`src/hdl/nht_pkg.sv`:
```
// Shared constants, codes and types for the node heartbeat table.
// No dependencies; imported by every other file of the block but nht_ram.
`default_nettype none

package nht_pkg;

  // Table depth and derived widths
  localparam int MAX_NODES = 64;
  localparam int IDX_W     = (MAX_NODES > 1) ? $clog2(MAX_NODES) : 1;
  localparam int CNT_W     = $clog2(MAX_NODES + 1);

  // Fixed field widths of the ports
  localparam int ID_W   = 32;
  localparam int SLOT_W = 6;
  localparam int NCNT_W = 7;
  localparam int SUM_W  = 48;
  localparam int LINK_W = 8;

  // Outcome codes
  localparam logic [1:0] OUTCOME_DUP  = 2'd0;
  localparam logic [1:0] OUTCOME_UPD  = 2'd1;
  localparam logic [1:0] OUTCOME_NEW  = 2'd2;
  localparam logic [1:0] OUTCOME_FULL = 2'd3;

  // One stored table entry
  typedef struct packed {
    logic [ID_W-1:0] node;
    logic [ID_W-1:0] pkt;
    logic [ID_W-1:0] beats;
  } nht_entry_t;

  localparam int ENTRY_W = $bits(nht_entry_t);

  // Controller to datapath
  typedef struct packed {
    logic load;    // capture the incoming report, restart the scan
    logic scan;    // walk the table one entry a cycle
    logic commit;  // resolve, write back, present the result
  } nht_cmd_t;

  // Datapath to controller
  typedef struct packed {
    logic hit;       // compared entry matches the node id
    logic scan_end;  // all valid entries compared, no match
    logic out_free;  // result register can take a new result
  } nht_status_t;

endpackage

`default_nettype wire

```
`src/hdl/nht_ctrl.sv`:
```
// Sequencing state machine for the heartbeat table: accept, scan, commit.
// Depends on nht_pkg.
`default_nettype none

module nht_ctrl (
  input  wire logic                clk,
  input  wire logic                rst,
  input  wire logic                in_valid,
  output logic                     in_stall,
  output nht_pkg::nht_cmd_t        cmd,
  input  wire nht_pkg::nht_status_t status
);

  import nht_pkg::*;

  localparam logic [1:0] S_IDLE   = 2'd0;
  localparam logic [1:0] S_SCAN   = 2'd1;
  localparam logic [1:0] S_COMMIT = 2'd2;

  logic [1:0] state, state_next;

  always_comb begin
    state_next = state;
    cmd        = '0;
    unique case (state)
      S_IDLE: begin
        if (in_valid) begin
          cmd.load   = 1'b1;
          state_next = S_SCAN;
        end
      end
      S_SCAN: begin
        cmd.scan = 1'b1;
        if (status.hit || status.scan_end) begin
          state_next = S_COMMIT;
        end
      end
      S_COMMIT: begin
        if (status.out_free) begin
          cmd.commit = 1'b1;
          state_next = S_IDLE;
        end
      end
      default: state_next = S_IDLE;
    endcase
  end

  always_ff @(posedge clk) begin
    if (rst) begin
      state <= S_IDLE;
    end else begin
      state <= state_next;
    end
  end

  assign in_stall = (state != S_IDLE);

endmodule

`default_nettype wire

```
`config.mk`:
```
export PLATFORM = sky130hd
export DESIGN_NAME = nht_ctrl
export DESIGN_NICKNAME = d
export VERILOG_FILES = /design/src/hdl/nht_pkg.sv /design/src/hdl/nht_ctrl.sv
export SDC_FILE = /design/constraint.sdc
export NUM_CORES = 1
export LEC_CHECK = 0
export BUFFER_PORTS_ARGS = -buffer_cell sky130_fd_sc_hd__buf_2
export CORE_AREA = 4 4 41 43
export DETAILED_ROUTE_END_ITERATION = 6
export DIE_AREA = 0 0 45 47
export PLACE_DENSITY_LB_ADDON = 0.3
export SYNTH_ARGS = -nofsm -noshare
export SYNTH_HDL_FRONTEND = slang
export SYNTH_SLANG_ARGS = --single-unit
```
`constraint.sdc`:
```
create_clock -name clk -period 2.3 [get_ports clk]
set_clock_uncertainty 0.2 [all_clocks]
set_input_delay 0.115 -clock clk [delete_from_list [all_inputs] [get_ports clk]]
set_output_delay 0.115 -clock clk [all_outputs]
set_load 0.02 [all_outputs]
```
# [Word level (Yosys, flattened, before mapping)]
# Index checks and enable logic that the tools add are counted.
[classes] n_addsub=0 n_mul=0 div=0 magnitude_cmp=0 eq_ne=5 shift=0 n_mux=9 bitwise_logic=0 n_reduce_logical=4
[op_table] cell="$mux W2" count=3
[op_table] cell="$ne A2 B2 Y1 const B" count=3
[op_table] cell="$pmux W2 S3" count=1
[op_table] cell="$mux W1" count=5
[op_table] cell="$reduce_and A3 Y1" count=1
[op_table] cell="$eq A2 B1 Y1 const B" count=1
[op_table] cell="$eq A2 B2 Y1 const B" count=1
[op_table] cell="$logic_not A2 Y1" count=1
[op_table] cell="$reduce_bool A2 Y1" count=1
[op_table] cell="$logic_or A1 B1 Y1" count=1
[word_totals] reg_bits=2 latchBits=0 ramBits=0 mem_bits_ro=0 elab_cells=19 n_memories=0

# [Logic depth before layout (Yosys ltp)]
# Gate-level depths: netlist of run 1.
[depth] depth_word=3 mapped_depth=3

# [Worst setup path after synthesis of run 1]
# No wires, ideal clock.
[synth_path] kind="register -> output" start="register state[0]" end="output cmd[2] (netlist name)" t_arrival_ps=988 t_required_ps=1985 path_slack_ps=997 path_stages_with_launch=3 path_cell_list="dfxtp_1 or2_2 nor2_1"
[synth_lines] item="start: declaration" line_no="nht_ctrl.sv:20" rtl="logic [1:0] state, state_next;"
[synth_lines] item="start signal: assignment" line_no="nht_ctrl.sv:52" rtl="state <= state_next;"
[synth_lines] item="end: declaration" line_no="nht_ctrl.sv:10" rtl="output nht_pkg::nht_cmd_t cmd,"

# [Final worst setup path of run 1]
[layout_path] start="register state[1]" end="register state[1]"
[layout_via] elab_chain_len=3 elab_cells_between_ends=8 classes_between="eq/ne: 5; mux: 1; reduce/logical: 2"
[layout_lines] item="$eq A2 B1 Y1, or another cell as far along" line_no="nht_ctrl.sv:25" rtl="unique case (state)"
[layout_lines] item="$ne A2 B2 Y1 (no source line)"
[layout_lines] item="$reduce_and A3 Y1 (no source line)"
# Parallel ways exist; a longest one is shown, timed or not.
# A chain may end at the register's enable or synchronous reset.

==> key figures, run 1 <==
Setup path
  • CP max stage delay: 0.54 ns
  • R2r startpoint: state[1]$_SDFFE_PP0P_
  • R2R setup slack: 0.65 ns
  • CP cell instances: or3b_1 -> a21oi_1 -> dlygate4sd3_1
  • CP max-delay cell: dlygate4sd3_1
  • Req. time, crit path: 2.26 ns
  • Startpoint Class: flop
  • Setup CP Type: flop to flop
  • Worst EP arrival: 1.61 ns
  • Worst reg2reg path depth: 3
  • Worst path bufs/invs: 1
  • CP delay by family, top: buffers and inverters
  • Worst r2r dst: state[1]$_SDFFE_PP0P_
  • Crit Path Max Fanout: 5
  • CP Capture Type: flop
  • WP depth: 3
  • Critical Path Source: state[1]$_SDFFE_PP0P_
  • Crit path to: state[1]$_SDFFE_PP0P_

Yosys
  • Syn_nets: 21
  • Multiplexer share of the synthesized area: 0.0870
  • Cell area after synthesis: 115 um2
  • Synth Instances: 15
  • Post-Synth Adder-Cell Area: 0
  • Syn. warnings: 0
  • Share of the yosys chip area belonging to registers: 0.348
  • Syn avg cell area: 7.67 um2
  • Combinational family with the most area after synthesis: simple AND/OR/NAND/NOR gates
  • Simple-Gate Fraction of Synth Area: 0.380
  • Netlist cell types: 12
  • Flops & latches, synth: 2
  • Synth Area in Compound Gates: 0.0870
  • Synth Area in XOR/XNOR: 0

GRT
  • First-pass GRT wire length: 621 um
  • Initial antenna violation count: 0
  • GRT overflow: 0
  • Vias in the first global route: 142
  • Total GRT Usage: 0.0504
  • Pin count of the biggest net entering global routing: 6

Final layout
  • Share of layout cells above drive strength 1: 0.500
  • Commonest cells after routing, fill and taps aside: buf_2, nor2_1, clkbuf_4
  • Number of diodes: 0
  • Regs by FF count: state (2)
  • Non-Filler Instances: 43
  • Nets: 36
  • Biggest register: state
  • Max reg flops: 2
  • Most common cell after layout, fill and taps aside: buf_2
  • Syn-to-layout area delta: 85.9%

Clock network
  • Post-cts sizing count: 0
  • Clk root buf: clkbuf_4
  • Clock Path Buffers: 2
  • Clk sinks: 2
  • Post-CTS Setup Inserts: 0
  • CTS Buf Count: 3
  • CTS tree: done
  • # hold bufs at CTS: 2
  • H-tree depth: 1
  • Clock Latency Late Sink: 0.22 ns
  • Clk slew on worst S/H paths: 0.03 ns

Timing
  • Final Hold Fails: 0
  • Final hold slack: 0.0368 ns
  • Worst Max-Slew Pin Slew: 0.125 ns
  • Crit path time final: 1.65 ns
  • RSZ-0062 raised after global routing: false
  • Ratio of final minimum period to clock period: 0.715
  • Slew headroom: 0.914
  • Final count of negative-setup-slack endpoints: 0
  • Slew Limit Fails: 0
  • Maximum clock frequency: 608 MHz
  • Setup TNS: 0 ns

Routing
  • Routed WL: 340 um
  • 1st-pass router iterations: 2
  • Via count: 135
  • Routed WL per cell: 7.91 um
  • # DRC: 0
  • Vias per cell: 3.14
  • DRT iter0 DRCs: 1
  • Number of antenna-violating nets in the routed design: 0

Die
  • Die height: 47 um
  • FP Rows: 13
  • Initial Util: 0.0885
  • Area of the die: 2120 um2
  • Core area: 1300 um2
  • Die width: 45 um
  • I/O pin count: 10

Pwr
  • Peak supply drop: 216 uV
  • Power density cells: 679 nW/um2
  • Static leakage power: 0.000111 uW
  • Total power: 145 uW

Place
  • Global placer's final weighted congestion: 0.646
  • Dpl hpwl: 284 um
  • PortBufs: 9
  • Placed insts: 38

Hold path
  • Min-delay worst type: primary input to flop

Run status
  • Status: finished clean

Job
  • Max_cap viols: 0
==> worst register-to-register path, cell delays in order (launching register included) <==
cell and delay [ns]:
dfxtp_1 0.36, or3b_1 0.37, a21oi_1 0.12, dlygate4sd3_1 0.54
==> synth_stat cells, drive strengths merged <==
library cell | number | area, um2
a21oi | 1 | 5.00
and2b | 1 | 8.76
buf | 1 | 7.51
dfxtp | 2 | 40.0
inv | 1 | 3.75
mux2i | 1 | 10.0
nand2 | 1 | 3.75
nor2 | 3 | 11.3
nor3 | 1 | 5.00
o21ai | 1 | 5.00
or2 | 1 | 6.26
or3b | 1 | 8.76
==> area by class of cell <==
type / instances / area [um2]
tap: 15 / 18.8
inverter: 1 / 3.75
sequential: 2 / 40.0
timing repair buffer: 11 / 65.1
clock buffer: 3 / 22.5
fill: 161 / 1090
multi-input combinational: 11 / 63.8
==> through the flow <==
step	setup slack (ns)	cell area (um2)	util
global placement	1.11	171	0.132
finish	0.654	214	0.164
detailed placement	1.11	171	0.132
CTS	0.656	214	0.164
global route	0.548	214	0.164
floorplan	0.997	115	-
==> cells by family (layout without fill, tap and decap cells) <==
group / count (synthesis) / count (layout)
and+or+nand+nor: 8 / 8
AOI/OAI and AO/OA: 2 / 2
DFF: 2 / 2
buffers and inverters: 2 / 15
muxes: 1 / 1
==> where the power goes <==
part	switching (uW)	total, uW	leakage (uW)	internal (uW)
clock network	18.6	76.1	0.0000138	57.4
logic	15.2	29.5	0.0000808	14.3
registers	2.49	39.8	0.0000165	37.3
total	36.3	145	0.000111	109
==> worst min path at each step <==
stage / startpoint / to / slack [ns] / cells after the start
final: in_valid / state[0]$_SDFFE_PP0P_ / 0.04 / 3
after global routing: in_valid / state[0]$_SDFFE_PP0P_ / 0.05 / 3
after CTS: in_valid / state[0]$_SDFFE_PP0P_ / 0.03 / 3
after detailed placement: rst / state[1]$_SDFFE_PP0P_ / 0.09 / 2
after global placement: rst / state[1]$_SDFFE_PP0P_ / 0.1 / 2
after floorplan: rst / state[1]$_SDFFE_PP0P_ / -0.02 / 1
==> metal layers <==
layer / wire, um / track usage
met1: 214 / 0.0564
met2: 60 / 0.0367
met3: 65 / 0.0766
met4: 0 / 0.0351
met5: 0 / 0
Power figures use the tool's default switching activity.
==> run 2, diff against run 1 <==
ABC_AREA = 1   (was default)
clock period = 1.65 ns   (was 2.3 ns; I/O delays follow)
==> key figures, run 2 <==
Place
  • Dpl hpwl: 268 um (-5.5%)
  • Global placer's final weighted congestion: 0.607 (-6.0%)
  • PortBufs: 9 (unchanged)
  • Dpl ws: 0.640 ns (-0.470 ns)
  • Placed cell areas: 185 um2 (+8.0%)

Yosys
  • Synth area leader: dfxtp_1
  • Most common flop cell mapped by yosys: dfxtp_1
  • Syn_nets: 27 (+29%)
  • Post-synth EDFFs: 0 (unchanged)
  • Async set-or-reset flop fraction in the synthesized netlist: 0 (unchanged)
  • Netlist cell types: 11 (-1)
  • Most frequent cell after synthesis: nand2_1
  • Synth Instances: 21 (+6)
  • Cell area after synthesis: 129 um2 (+12%)
  • Syn avg cell area: 6.14 um2 (-20%)
  • Share of the yosys chip area belonging to registers: 0.311 (-0.0371)
  • Share of the synthesized area in the top cell type: 0.311 (-0.0371)
  • Most frequent cells after synthesis: nand2_1, inv_1, a21oi_1, dfxtp_1, nor2_1
  • Top post-synthesis cells by area: dfxtp_1, nand2_1, inv_1, nor2_4, a21oi_1
  • Syn. warnings: 0 (unchanged)
  • Flops & latches, synth: 2 (unchanged)

Clock network
  • Clk root buf: clkbuf_4
  • Clock Path Buffers: 2 (unchanged)
  • Clk slew on worst S/H paths: 0.03 ns (about the same)
  • CTS Buf Count: 3 (unchanged)
  • CTS tree: done
  • Clock Latency Late Sink: 0.22 ns (about the same)
  • H-tree depth: 1 (unchanged)
  • Post-cts sizing count: 0 (unchanged)
  • Clk sinks: 2 (unchanged)

Die
  • Core area: 1300 um2 (unchanged)
  • Area of the die: 2120 um2 (unchanged)
  • FP Rows: 13 (unchanged)
  • Initial Util: 0.0990 (+0.0106)
  • Die height: 47 um (unchanged)
  • I/O pin count: 10 (unchanged)
  • Die width: 45 um (unchanged)

Final layout
  • Most common cell after layout, fill and taps aside: buf_2
  • Syn-to-layout area delta: 92.2%
  • Post-route cell area: 248 um2 (+16%)
  • Number of diodes: 0 (unchanged)
  • Final Util: 0.190 (+0.0260)
  • Biggest register: state
  • # fillers: 162 (+0.62%)
  • Max reg flops: 2 (unchanged)
  • Commonest cells after routing, fill and taps aside: buf_2, nand2_1, inv_1, dlygate4sd3_1, clkbuf_4
  • Nets: 44 (+22%)
  • Share of layout cells above drive strength 1: 0.417 (-0.0833)
  • Regs by FF count: state (2)

Routing
  • Number of antenna-violating nets in the routed design: 0 (unchanged)
  • Routed WL: 336 um (-1.2%)
  • Vias per cell: 3.06 (-2.6%)
  • DRT iter0 DRCs: 0 (-1)
  • Routed WL per cell: 6.59 um (-17%)
  • Via count: 156 (+16%)
  • # DRC: 0 (unchanged)
  • 1st-pass router iterations: 1 (-1)

Setup path
  • CP Capture Type: flop
  • Worst r2r dst: state[0]$_SDFFE_PP0P_
  • Worst EP arrival: 1.52 ns (-0.09 ns)
  • R2R setup slack: 0.17 ns (-0.48 ns)
  • Setup CP Type: primary input to flop
  • Req. time, crit path: 1.61 ns (-0.65 ns)
  • R2r startpoint: state[0]$_SDFFE_PP0P_
  • Startpoint Class: primary input
  • Worst reg2reg path depth: 5 (+2)
  • Crit Path Max Fanout: 2 (-3)

Timing
  • Final count of negative-setup-slack endpoints: 0 (unchanged)
  • Final Hold Fails: 0 (unchanged)
  • Ratio of final minimum period to clock period: 0.942
  • RSZ-0062 raised after global routing: false
  • Setup slack after layout: 0.0963 ns (-0.558 ns)
  • Slew Limit Fails: 0 (unchanged)
  • Maximum clock frequency: 644 MHz
  • Final hold slack: 0.295 ns (+0.258 ns)
  • Crit path time final: 1.55 ns
  • Slew headroom: 0.864 (-0.0502)
  • Setup TNS: 0 ns (unchanged)
  • Worst Max-Slew Pin Slew: 0.203 ns (+0.0786 ns)

GRT
  • Vias in the first global route: 127 (-11%)
  • GRT overflow: 0 (unchanged)
  • Initial antenna violation count: 0 (unchanged)
  • Pin count of the biggest net entering global routing: 5 (-1)
  • First-pass GRT wire length: 427 um (-31%)
  • Total GRT Usage: 0.0370 (-0.0134)

Hold path
  • Hold path depth: 4 (+1)
  • Hold Startpoint: in_valid
  • Min-delay worst type: primary input to output pin
  • Hold worst-path end: cmd[2]

Pwr
  • Peak supply drop: 106 uV (-51%)
  • Power density cells: 855 nW/um2 (+26%)
  • Static leakage power: 0.000140 uW (+26%)

Job
  • Max_cap viols: 0 (unchanged)

Run status
  • Status: finished clean
## run 2: metrics by stage
step	total power, uW	std cells
after floorplan	84.4	21
after global placement	97.6	44
after detailed placement	98.0	44
after CTS	219	51
after global routing	225	51
final	212	51
## run 2: report_power, final
group	switching, uW	leakage [uW]	internal (uW)
sequential	3.56	0.0000165	52.0
combinational	25.8	0.000109	22.9
clock	27.3	0.0000138	80.2
## run 2: final cells by class
class	count	area, um2	share of cell area
Timing Repair Buffer	13	85.1	0.343
Sequential cell	2	40.0	0.162
Tap cell	15	18.8	0.0758
Multi-Input combinational cell	12	58.8	0.237
Inverter	6	22.5	0.0909
Clock buffer	3	22.5	0.0909
## run 2: how the worst max path moves through the flow
stage                                 end                  start  cells past startpoint
floorplan                          cmd[0]  state[1]$_SDFFE_PP0P_                      2
global placement                   cmd[2]  state[1]$_SDFFE_PP0P_                      4
detailed placement                 cmd[2]  state[1]$_SDFFE_PP0P_                      4
CTS                 state[1]$_SDFFE_PP0P_              status[0]                      6
global route        state[1]$_SDFFE_PP0P_              status[0]                      6
finish              state[1]$_SDFFE_PP0P_              status[0]                      6
## run 2: cells by family after synthesis
logic type | count (synthesis) | synth area share
simple gates | 10 | 0.379
buf+inv | 7 | 0.233
flops | 2 | 0.311
compound gates | 2 | 0.0777
## run 2: repair_timing
action | CTS | global route
endpoints found under the setup margin | 0 | 0
setup buffers | 0 | 0
hold buffers | 4 | 0
hold endpoints to repair | 2 | 0
## run 2: worst max-delay path: stages
cell and delay (ns):
dlygate4sd3_1 0.53, buf_2 0.12, clkinv_1 0.05, nand3_1 0.07, a21oi_1 0.13, dlygate4sd3_1 0.54
## run 2: per-layer routing
metal  track usage  routed length, um  share of wire  vias up
met5             0                  0              0        -
met4        0.0526                  0              0        0
met3        0.0345                 52           0.15        0
met2        0.0452                151           0.45        7
met1        0.0293                132           0.39       59
li1              -                  -              -       90
